`config.mk`:
```
export PLATFORM = sky130hd
export DESIGN_NAME = stochastic_raw_value_unit
export DESIGN_NICKNAME = d
export VERILOG_FILES = /design/src/hdl/srv_pkg.sv /design/src/hdl/stochastic_raw_value_unit.sv /design/src/hdl/srv_ram.sv /design/src/hdl/srv_div.sv
export VERILOG_INCLUDE_DIRS = /design/src /design/src/hdl
export SDC_FILE = /design/constraint.sdc
export NUM_CORES = 2
export LEC_CHECK = 0
export BUFFER_PORTS_ARGS = -buffer_cell sky130_fd_sc_hd__buf_2
export CAP_MARGIN = 30
export CORE_ASPECT_RATIO = 0.75
export CORE_MARGIN = 8
export CORE_UTILIZATION = 45
export DETAILED_ROUTE_END_ITERATION = 16
export SETUP_SLACK_MARGIN = 0.5
export SLEW_MARGIN = 20
export SYNTH_ARGS = -nofsm -noshare
export SYNTH_HDL_FRONTEND = slang
export SYNTH_SLANG_ARGS = --single-unit
```
`constraint.sdc`:
```
create_clock -name clk -period 11.1 [get_ports clk]
set_input_delay 1.665 -clock clk [delete_from_list [all_inputs] [get_ports clk]]
set_output_delay 1.665 -clock clk [all_outputs]
set_load 0.05 [all_outputs]
```
`src/hdl/stochastic_raw_value_unit_assert.svh`:
```
// ---------------------------------------------------------------------------
// stochastic raw value unit assertion macros
// concurrent checks clocked on clk and disabled while rst_n is low
// ---------------------------------------------------------------------------
`ifndef STOCHASTIC_RAW_VALUE_UNIT_ASSERT_SVH
`define STOCHASTIC_RAW_VALUE_UNIT_ASSERT_SVH

// same-cycle implication
`define SRV_ASSERT_IMP(label, ante, cons, msg) \
  label: assert property (@(posedge clk) disable iff (!rst_n) (ante) |-> (cons)) \
    else $error(msg);

// next-cycle implication
`define SRV_ASSERT_NXT(label, ante, cons, msg) \
  label: assert property (@(posedge clk) disable iff (!rst_n) (ante) |=> (cons)) \
    else $error(msg);

`endif

```
`src/hdl/srv_pkg.sv`:
```
// ---------------------------------------------------------------------------
// srv_pkg
// shared constants, types and helpers of the stochastic raw value unit
// ---------------------------------------------------------------------------
package srv_pkg;

  // window store geometry
  localparam int WINDOW_MAX = 64;
  localparam int SLOT_W     = $clog2(WINDOW_MAX);
  localparam int LEN_W      = $clog2(WINDOW_MAX + 1);

  // field widths
  localparam int CFG_W   = 7;
  localparam int PRICE_W = 32;
  localparam int RSV_W   = 14;
  localparam int DIFF_W  = PRICE_W + 1;
  localparam int PROD_W  = PRICE_W + RSV_W;
  localparam int CNT_W   = $clog2(RSV_W + 1);

  localparam logic [CFG_W-1:0] CFG_RESET = CFG_W'(9);
  localparam logic [RSV_W-1:0] RSV_SCALE = RSV_W'(10000);

  // main sequencer states
  typedef enum logic [2:0] {
    ST_IDLE,
    ST_SCAN,
    ST_DIFF,
    ST_SIGN,
    ST_LAUNCH,
    ST_DIV,
    ST_FIN
  } srv_state_t;

  // divider states
  typedef enum logic [1:0] {
    DIV_IDLE,
    DIV_MUL,
    DIV_RUN,
    DIV_DONE
  } srv_div_state_t;

  // request into the divider
  typedef struct packed {
    logic               start;
    logic [PRICE_W-1:0] num_mag;
    logic [PRICE_W-1:0] den_mag;
  } srv_div_req_t;

  // response from the divider
  typedef struct packed {
    logic             done;
    logic [RSV_W-1:0] quot;
  } srv_div_rsp_t;

  // ring slot stepping with wrap
  function automatic logic [SLOT_W-1:0] slot_inc(input logic [SLOT_W-1:0] s);
    logic [SLOT_W-1:0] r;
    if (s == SLOT_W'(WINDOW_MAX - 1)) begin
      r = '0;
    end else begin
      r = s + SLOT_W'(1);
    end
    return r;
  endfunction

  function automatic logic [SLOT_W-1:0] slot_dec(input logic [SLOT_W-1:0] s);
    logic [SLOT_W-1:0] r;
    if (s == '0) begin
      r = SLOT_W'(WINDOW_MAX - 1);
    end else begin
      r = s - SLOT_W'(1);
    end
    return r;
  endfunction

endpackage

```
`src/hdl/stochastic_raw_value_unit.sv`:
```
// ---------------------------------------------------------------------------
// stochastic_raw_value_unit
// raw stochastic value (%K) of each price bar over a sliding high/low window
// ---------------------------------------------------------------------------
// usage
//   input channel in_*: one bar per transaction (high, low, close, start).
//   in_start_series begins a new series with this bar. in_stall is high while
//   a bar is being worked on, so one bar is taken at a time.
//   result channel out_*: zero or one transaction per bar; none until the
//   series holds window_length bars. the result sits in an output register,
//   so the next bar can be taken while out_stall holds the previous result.
//   cfg_wr_en/cfg_wr_data write window_length (1..64, reset 9) while idle.
//   steps: for a bar that gives a result, the ring walk reads one stored
//   bar a cycle from a single read port, then the difference and sign
//   steps follow; a saturated, zero or flat window then finishes, else
//   the divider runs (launch, multiply, 14 quotient bits, done). a result
//   stalled at the output holds the block in its final step until the
//   register frees.
//   reset: empty series, write slot 0, window_length 9, ring contents unused
//   until written again.
// ---------------------------------------------------------------------------
module stochastic_raw_value_unit
  import srv_pkg::*;
(
  input  logic               clk,
  input  logic               rst_n,
  input  logic               cfg_wr_en,
  input  logic [CFG_W-1:0]   cfg_wr_data,
  input  logic               in_valid,
  output logic               in_stall,
  input  logic [PRICE_W-1:0] in_bar_high,
  input  logic [PRICE_W-1:0] in_bar_low,
  input  logic [PRICE_W-1:0] in_bar_close,
  input  logic               in_start_series,
  output logic               out_valid,
  input  logic               out_stall,
  output logic [RSV_W-1:0]   out_rsv_value,
  output logic               out_flat_window
);

`include "stochastic_raw_value_unit_assert.svh"

  srv_state_t state_r, state_nxt;

  logic [CFG_W-1:0]   cfg_len_r;
  logic [SLOT_W-1:0]  slot_r;
  logic [LEN_W-1:0]   held_r;
  logic [SLOT_W-1:0]  rd_addr_r;
  logic [LEN_W-1:0]   rd_left_r;
  logic               pend_r;

  logic [PRICE_W-1:0] wh_r;
  logic [PRICE_W-1:0] wl_r;
  logic [PRICE_W-1:0] close_r;
  logic [DIFF_W-1:0]  num_r;
  logic [DIFF_W-1:0]  den_r;
  logic [PRICE_W-1:0] mag_a_r;
  logic [PRICE_W-1:0] mag_d_r;
  logic [RSV_W-1:0]   val_r;
  logic               flat_r;

  logic               out_valid_r;
  logic [RSV_W-1:0]   out_rsv_value_r;
  logic               out_flat_window_r;

  logic               accept;
  logic [SLOT_W-1:0]  base_slot;
  logic [LEN_W-1:0]   held_new;
  logic [LEN_W-1:0]   len_eff;
  logic               go;
  logic               issue;
  logic               out_load;

  logic               num_neg;
  logic               den_neg;
  logic [PRICE_W-1:0] mag_a;
  logic [PRICE_W-1:0] mag_d;
  logic               sign_flat;
  logic               sign_zero;
  logic               sign_sat;

  logic [PRICE_W-1:0] rd_high;
  logic [PRICE_W-1:0] rd_low;

  srv_div_req_t       div_req;
  srv_div_rsp_t       div_rsp;

  // transaction accept and series bookkeeping
  assign accept    = in_valid && !in_stall;
  assign base_slot = in_start_series ? '0 : slot_r;

  always_comb begin
    if (in_start_series) begin
      held_new = LEN_W'(1);
    end else if (held_r == LEN_W'(WINDOW_MAX)) begin
      held_new = held_r;
    end else begin
      held_new = held_r + LEN_W'(1);
    end
  end

  // effective window length, clamped to 1..WINDOW_MAX
  always_comb begin
    if (cfg_len_r == '0) begin
      len_eff = LEN_W'(1);
    end else if (32'(cfg_len_r) > WINDOW_MAX) begin
      len_eff = LEN_W'(WINDOW_MAX);
    end else begin
      len_eff = LEN_W'(cfg_len_r);
    end
  end

  assign go = (held_new >= len_eff);

  // ring stores for highs and lows
  srv_ram #(
    .WIDTH (PRICE_W),
    .DEPTH (WINDOW_MAX)
  ) u_high_ring (
    .clk   (clk),
    .we    (accept),
    .waddr (base_slot),
    .wdata (in_bar_high),
    .raddr (rd_addr_r),
    .rdata (rd_high)
  );

  srv_ram #(
    .WIDTH (PRICE_W),
    .DEPTH (WINDOW_MAX)
  ) u_low_ring (
    .clk   (clk),
    .we    (accept),
    .waddr (base_slot),
    .wdata (in_bar_low),
    .raddr (rd_addr_r),
    .rdata (rd_low)
  );

  // sign and magnitude of the registered differences
  assign num_neg   = num_r[DIFF_W-1];
  assign den_neg   = den_r[DIFF_W-1];
  assign mag_a     = num_neg ? PRICE_W'(-num_r) : num_r[PRICE_W-1:0];
  assign mag_d     = den_neg ? PRICE_W'(-den_r) : den_r[PRICE_W-1:0];
  assign sign_flat = (den_r == '0);
  assign sign_zero = (num_r == '0) || (num_neg != den_neg);
  assign sign_sat  = (mag_a >= mag_d);

  // divider, used in the divide step
  srv_div u_div (
    .clk   (clk),
    .rst_n (rst_n),
    .req   (div_req),
    .rsp   (div_rsp)
  );

  // next state
  always_comb begin
    state_nxt = state_r;
    unique case (state_r)
      ST_IDLE: begin
        if (accept && go) begin
          state_nxt = (len_eff == LEN_W'(1)) ? ST_DIFF : ST_SCAN;
        end
      end
      ST_SCAN: begin
        if (rd_left_r == '0 && !pend_r) begin
          state_nxt = ST_DIFF;
        end
      end
      ST_DIFF: begin
        state_nxt = ST_SIGN;
      end
      ST_SIGN: begin
        if (sign_flat || sign_zero || sign_sat) begin
          state_nxt = ST_FIN;
        end else begin
          state_nxt = ST_LAUNCH;
        end
      end
      ST_LAUNCH: begin
        state_nxt = ST_DIV;
      end
      ST_DIV: begin
        if (div_rsp.done) begin
          state_nxt = ST_FIN;
        end
      end
      ST_FIN: begin
        if (!out_valid_r || !out_stall) begin
          state_nxt = ST_IDLE;
        end
      end
      default: begin
        state_nxt = ST_IDLE;
      end
    endcase
  end

  // sequencer outputs
  always_comb begin
    in_stall        = 1'b1;
    issue           = 1'b0;
    div_req.start   = 1'b0;
    div_req.num_mag = mag_a_r;
    div_req.den_mag = mag_d_r;
    out_load        = 1'b0;
    unique case (state_r)
      ST_IDLE: begin
        in_stall = 1'b0;
      end
      ST_SCAN: begin
        issue = (rd_left_r != '0);
      end
      ST_LAUNCH: begin
        div_req.start = 1'b1;
      end
      ST_FIN: begin
        out_load = !out_valid_r || !out_stall;
      end
      ST_DIFF, ST_SIGN, ST_DIV: begin
        in_stall = 1'b1;
      end
      default: begin
        in_stall = 1'b1;
      end
    endcase
  end

  // control state
  always_ff @(posedge clk) begin
    if (!rst_n) begin
      state_r     <= ST_IDLE;
      cfg_len_r   <= CFG_RESET;
      slot_r      <= '0;
      held_r      <= '0;
      rd_left_r   <= '0;
      pend_r      <= 1'b0;
      out_valid_r <= 1'b0;
    end else begin
      state_r <= state_nxt;
      if (cfg_wr_en) begin
        cfg_len_r <= cfg_wr_data;
      end
      if (accept) begin
        slot_r    <= slot_inc(base_slot);
        held_r    <= held_new;
        rd_left_r <= len_eff - LEN_W'(1);
      end else if (issue) begin
        rd_left_r <= rd_left_r - LEN_W'(1);
      end
      pend_r <= issue;
      if (out_load) begin
        out_valid_r <= 1'b1;
      end else if (!out_stall) begin
        out_valid_r <= 1'b0;
      end
    end
  end

  // window walk, differences and result staging
  always_ff @(posedge clk) begin
    if (accept) begin
      wh_r      <= in_bar_high;
      wl_r      <= in_bar_low;
      close_r   <= in_bar_close;
      rd_addr_r <= slot_dec(base_slot);
    end else begin
      if (issue) begin
        rd_addr_r <= slot_dec(rd_addr_r);
      end
      if (pend_r) begin
        if (rd_high > wh_r) begin
          wh_r <= rd_high;
        end
        if (rd_low < wl_r) begin
          wl_r <= rd_low;
        end
      end
    end
    if (state_r == ST_DIFF) begin
      num_r <= DIFF_W'(close_r) - DIFF_W'(wl_r);
      den_r <= DIFF_W'(wh_r) - DIFF_W'(wl_r);
    end
    if (state_r == ST_SIGN) begin
      mag_a_r <= mag_a;
      mag_d_r <= mag_d;
      flat_r  <= sign_flat;
      if (sign_flat || sign_zero) begin
        val_r <= '0;
      end else begin
        val_r <= RSV_SCALE;
      end
    end
    if (state_r == ST_DIV && div_rsp.done) begin
      val_r <= div_rsp.quot;
    end
  end

  // output register
  always_ff @(posedge clk) begin
    if (out_load) begin
      out_rsv_value_r   <= val_r;
      out_flat_window_r <= flat_r;
    end
  end

  assign out_valid       = out_valid_r;
  assign out_rsv_value   = out_rsv_value_r;
  assign out_flat_window = out_flat_window_r;

  // checks
  `SRV_ASSERT_IMP(a_value_range, out_valid_r, out_rsv_value_r <= RSV_SCALE, "rsv above scale")
  `SRV_ASSERT_IMP(a_flat_zero, out_valid_r && out_flat_window_r, out_rsv_value_r == '0,
                  "flat window with nonzero value")
  `SRV_ASSERT_IMP(a_div_done_state, div_rsp.done, state_r == ST_DIV,
                  "divider finished outside divide step")
  `SRV_ASSERT_NXT(a_fin_holds, state_r == ST_FIN && out_valid_r && out_stall,
                  state_r == ST_FIN, "result left final step while output busy")

endmodule

```
`src/hdl/srv_ram.sv`:
```
// ---------------------------------------------------------------------------
// srv_ram
// generic single write port, single read port ram with registered read
// ---------------------------------------------------------------------------
module srv_ram #(
  parameter int WIDTH = 32,
  parameter int DEPTH = 64
) (
  input  logic                     clk,
  input  logic                     we,
  input  logic [$clog2(DEPTH)-1:0] waddr,
  input  logic [WIDTH-1:0]         wdata,
  input  logic [$clog2(DEPTH)-1:0] raddr,
  output logic [WIDTH-1:0]         rdata
);

  logic [WIDTH-1:0] mem_r [DEPTH];
  logic [WIDTH-1:0] rdata_r;

  // write port
  always_ff @(posedge clk) begin
    if (we) begin
      mem_r[waddr] <= wdata;
    end
  end

  // registered read port
  always_ff @(posedge clk) begin
    rdata_r <= mem_r[raddr];
  end

  assign rdata = rdata_r;

endmodule

```
`src/hdl/srv_div.sv`:
```
// ---------------------------------------------------------------------------
// srv_div
// scales the numerator magnitude by 10000 and runs a restoring division,
// one quotient bit per cycle; the quotient is known to stay below 10000
// ---------------------------------------------------------------------------
module srv_div
  import srv_pkg::*;
(
  input  logic         clk,
  input  logic         rst_n,
  input  srv_div_req_t req,
  output srv_div_rsp_t rsp
);

  srv_div_state_t state_r, state_nxt;

  logic [CNT_W-1:0]   cnt_r;
  logic [PRICE_W-1:0] a_r;
  logic [PRICE_W-1:0] d_r;
  logic [PRICE_W-1:0] rem_r;
  logic [RSV_W-1:0]   lo_r;
  logic [RSV_W-1:0]   q_r;

  logic [PROD_W-1:0]  prod;
  logic [PRICE_W:0]   trial;
  logic [PRICE_W:0]   den_ext;
  logic               ge;

  // scaled numerator
  assign prod = PROD_W'(a_r) * PROD_W'(RSV_SCALE);

  // one restoring step
  assign trial   = {rem_r, lo_r[RSV_W-1]};
  assign den_ext = {1'b0, d_r};
  assign ge      = (trial >= den_ext);

  // next state
  always_comb begin
    state_nxt = state_r;
    unique case (state_r)
      DIV_IDLE: begin
        if (req.start) begin
          state_nxt = DIV_MUL;
        end
      end
      DIV_MUL: begin
        state_nxt = DIV_RUN;
      end
      DIV_RUN: begin
        if (cnt_r == CNT_W'(1)) begin
          state_nxt = DIV_DONE;
        end
      end
      DIV_DONE: begin
        state_nxt = DIV_IDLE;
      end
      default: begin
        state_nxt = DIV_IDLE;
      end
    endcase
  end

  // outputs
  always_comb begin
    rsp.done = 1'b0;
    rsp.quot = q_r;
    unique case (state_r)
      DIV_DONE: begin
        rsp.done = 1'b1;
      end
      DIV_IDLE, DIV_MUL, DIV_RUN: begin
        rsp.done = 1'b0;
      end
      default: begin
        rsp.done = 1'b0;
      end
    endcase
  end

  // control state
  always_ff @(posedge clk) begin
    if (!rst_n) begin
      state_r <= DIV_IDLE;
      cnt_r   <= '0;
    end else begin
      state_r <= state_nxt;
      if (state_r == DIV_MUL) begin
        cnt_r <= CNT_W'(RSV_W);
      end else if (state_r == DIV_RUN) begin
        cnt_r <= cnt_r - CNT_W'(1);
      end
    end
  end

  // operand, remainder and quotient registers
  always_ff @(posedge clk) begin
    if (state_r == DIV_IDLE && req.start) begin
      a_r <= req.num_mag;
      d_r <= req.den_mag;
    end
    if (state_r == DIV_MUL) begin
      rem_r <= prod[PROD_W-1:RSV_W];
      lo_r  <= prod[RSV_W-1:0];
      q_r   <= '0;
    end else if (state_r == DIV_RUN) begin
      rem_r <= ge ? PRICE_W'(trial - den_ext) : trial[PRICE_W-1:0];
      lo_r  <= {lo_r[RSV_W-2:0], 1'b0};
      q_r   <= {q_r[RSV_W-2:0], ge};
    end
  end

endmodule

```
==> impl_metrics.toml <==
[setup_path]
r2r-end = "u_div.rem_r[31]"
r2r_slack_ns = 5.19
arrival_ns = 6.63
critical_path_class = "reg -> reg"
crit_required_ns = 11.83
end_kind = "flip-flop"
rr_worst_depth = 20
crit_fanout = 8
crit_path_end = "u_div.rem_r[31]"
rr_startpoint = "u_div.a_r[11]"
critPathLaunch = "u_div.a_r[11]"
worstSetupStartpointType = "flip-flop"

[synth]
synthTopCellsByArea = "edfxtp_1 (72%), mux4_2 (15%), ha_1 (2.3%)"
synthDistinctLibCells = 80
synth.most_common_cell = "edfxtp_1"
synth_nets = 9516
ys_ff_latch = 4580
yosysSeqAreaShare = 0.735
synthFlopType = "edfxtp_1"
synth_area_sq_um = 186000
yosys_warnings = 0
synth_edf_count = 4464
netlist_instances = 8985
synth_top_area_frac = 0.722
ys_async_sr_fraction = 0
avgSynthCellArea_sq_um = 20.7
synthTopCellsByCount = "edfxtp_1 (4464), mux4_2 (1240), inv_1 (355), ha_1 (336), nand2_1 (332)"
synth_top_area_cell = "edfxtp_1"

[detailed_routing]
vias = 95083
highest_layer = "met5"
final_antenna_net_count = 0
avgRoutedWirePerCell_microns = 36.0
via_per_inst = 6.24
met3WireLength_microns = 64600
dr.pass1.iters = 6
drcViolationCount = 0
wl_met2_microns = 243000
routed_wl_microns = 548000
wl_met1_microns = 227000
drt_iter0_drc = 14944

[power]
max-vdd-ir-drop_mv = 0.138
powerDensity_nw_per_um2 = 186
p_leak_nw = 68.7

[die]
die_height_microns = 572
num_io_pins = 126
rows = 204
core_sq_um = 411000
die_width_microns = 758
dieArea_sq_um = 434000
start_util = 0.451

[sta]
tns_ns = 0
grt_setup_unrepaired = "no"
whs_ns = 0.414
final_hold_viol_count = 0
fin_skew_ns = 0.0943
period_share = 0.532
max_freq_ghz = 0.169
maxSlewHeadroom = 0.245
fin_crit_ns = 5.91
tightestPinTransition_ns = 1.13
slew_violations = 0
setup_violations = 0

[clock_tree]
cts_setup_buffers = 0
cts_buffers = 428
cts_tree = "yes"
clk_latency_ns = 1.06
cts_root_buf = "clkbuf_16"
post_cts_resized = 0
clockBufferDepth = 4
cts.sinks = 4580
postCtsHoldBufs = 0
htree_levels = 5
clk_pin_slew_ns = 0.06

[run_status]
run_status = "completed"

[global_routing]
grt_pass1_vias = 91477
antenna_found_initial = 81
overflow = 0
grt_max_degree = 144
grt_pass1_wl_microns = 752000
grt_use_total = 0.248

[cells_and_area]
drive_gt1_frac = 0.244
fin_nets = 9923
num-fill-cells = 32100
synthToLayoutAreaGrowth_pct = 12.6

[flow_run]
max-cap-violations = 0

[placement]
io_buffers = 125
place.gp.congestion = 0.847
dpl.hpwl_microns = 349000

[hold_path]
hold_path_class = "reg -> reg"
-- final cells by class --
cell class | count | area, sq um | share of cell area
Timing Repair Buffer | 367 | 3190 | 0.0152
Inverter | 360 | 1370 | 0.00654
Sequential cell | 4580 | 136000 | 0.653
Tap cell | 5459 | 6830 | 0.0327
Clock inverter | 259 | 2580 | 0.0123
Antenna cell | 29 | 72.6 | 0.000347
Clock buffer | 540 | 11500 | 0.0552
Multi-Input combinational cell | 3655 | 47000 | 0.225
-- worst min-delay path by stage --
stage                start              end  slack, ns  depth (start not counted)
2_1_floorplan       flat_r  out_flat_window       0.40                          0
3_3_place_gp   mag_d_r[28]    u_div.d_r[28]       0.40                          0
5_1_grt        mag_a_r[19]    u_div.a_r[19]       0.42                          0
3_5_place_dp    mag_a_r[0]     u_div.a_r[0]       0.40                          0
6_report       mag_a_r[20]    u_div.a_r[20]       0.41                          0
4_1_cts        mag_a_r[19]    u_div.a_r[19]       0.42                          0
-- kinds of logic after synthesis --
group | synth area share
flops | 0.735
compound gates | 0.0261
mux | 0.161
buf+inv | 0.0154
fa+ha+maj | 0.0319
xor+xnor | 0.00873
simple gates | 0.0218
-- layout by cell type (no fill, tap or decap), types with 24 or more instances in the layout --
master	synthesis	layout
clkinv_2	0	89
nand2b_1	46	46
nor2b_1	54	54
clkbuf_1	232	79
nor2_4	0	65
buf_12	0	24
clkinv_1	3	73
xor2_1	62	62
clkbuf_8	0	26
nor2_1	204	138
diode_2	0	29
bufinv_16	0	34
o221ai_1	58	58
mux2i_1	187	187
nand3_1	45	43
ha_1	336	334
o21a_1	26	26
inv_1	355	355
nor3_1	34	34
nand2_1	332	330
o21ai_0	133	132
mux4_2	1240	1240
buf_4	0	230
a21oi_1	211	205
edfxtp_1	4464	4464
dfxtp_1	116	116
xnor2_1	123	123
clkbuf_16	0	435
a21o_1	80	80
fa_1	86	86
buf_2	37	91
nand4_1	28	28
o22ai_1	36	36
-- worst max-delay path: stages, from the launching register on --
cell	delay [ns]
edfxtp_1	0.49
inv_1	0.17
fa_1	0.55
inv_1	0.05
ha_1	0.31
fa_1	0.44
ha_1	0.29
inv_1	0.05
fa_1	0.48
inv_1	0.04
ha_1	0.38
a21oi_1	0.20
a21oi_1	0.09
o21ai_0	0.21
nand3_1	0.21
o2111ai_1	0.26
nor3b_1	0.73
o211a_1	0.27
nor3_1	0.06
o41ai_1	0.30
nor3_1	0.08
-- sequential cells by signal (all words and copies together), names as in the netlist, 7 cells and up --
name / count
cfg_len_r: 7
close_r: 32
den_r: 33
held_r: 7
mag_a_r: 32
mag_d_r: 32
num_r: 33
out_rsv_value: 14
rd_left_r: 7
u_div.a_r: 32
u_div.d_r: 32
u_div.lo_r: 10
u_div.q_r: 14
u_div.rem_r: 32
u_high_ring.mem_r: 2048
u_high_ring.rdata: 32
u_low_ring.mem_r: 2048
u_low_ring.rdata: 32
val_r: 14
wh_r: 32
wl_r: 32
-- per-layer routing --
| metal | vias up | track usage |
|---|---|---|
| met3 | 713 | 0.0586 |
| met5 | - | 0 |
| li1 | 37817 | - |
| met1 | 50918 | 0.376 |
| met4 | 26 | 0.0566 |
| met2 | 5609 | 0.367 |
-- power by group --
part / internal [mW] / switching, mW
Combinational: 1.74 / 2.89
Clock: 8.21 / 6.63
Sequential: 19.3 / 0.210
Total: 29.2 / 9.73
-- stage by stage --
stage               total power [mW]  cell area (sq um)  setup WS, ns  cells   util
finish                          39.0             209000          5.19  15249  0.508
global route                    40.0             209000          4.81  15227  0.508
CTS                             39.1             209000          5.19  15211  0.508
detailed placement              24.4             195000          5.22  14412  0.473
global placement                24.4             194000          4.92  14385  0.472
floorplan                       22.4             186000          3.06   8985      -
No activity file was read; power rests on OpenSTA's default activity.
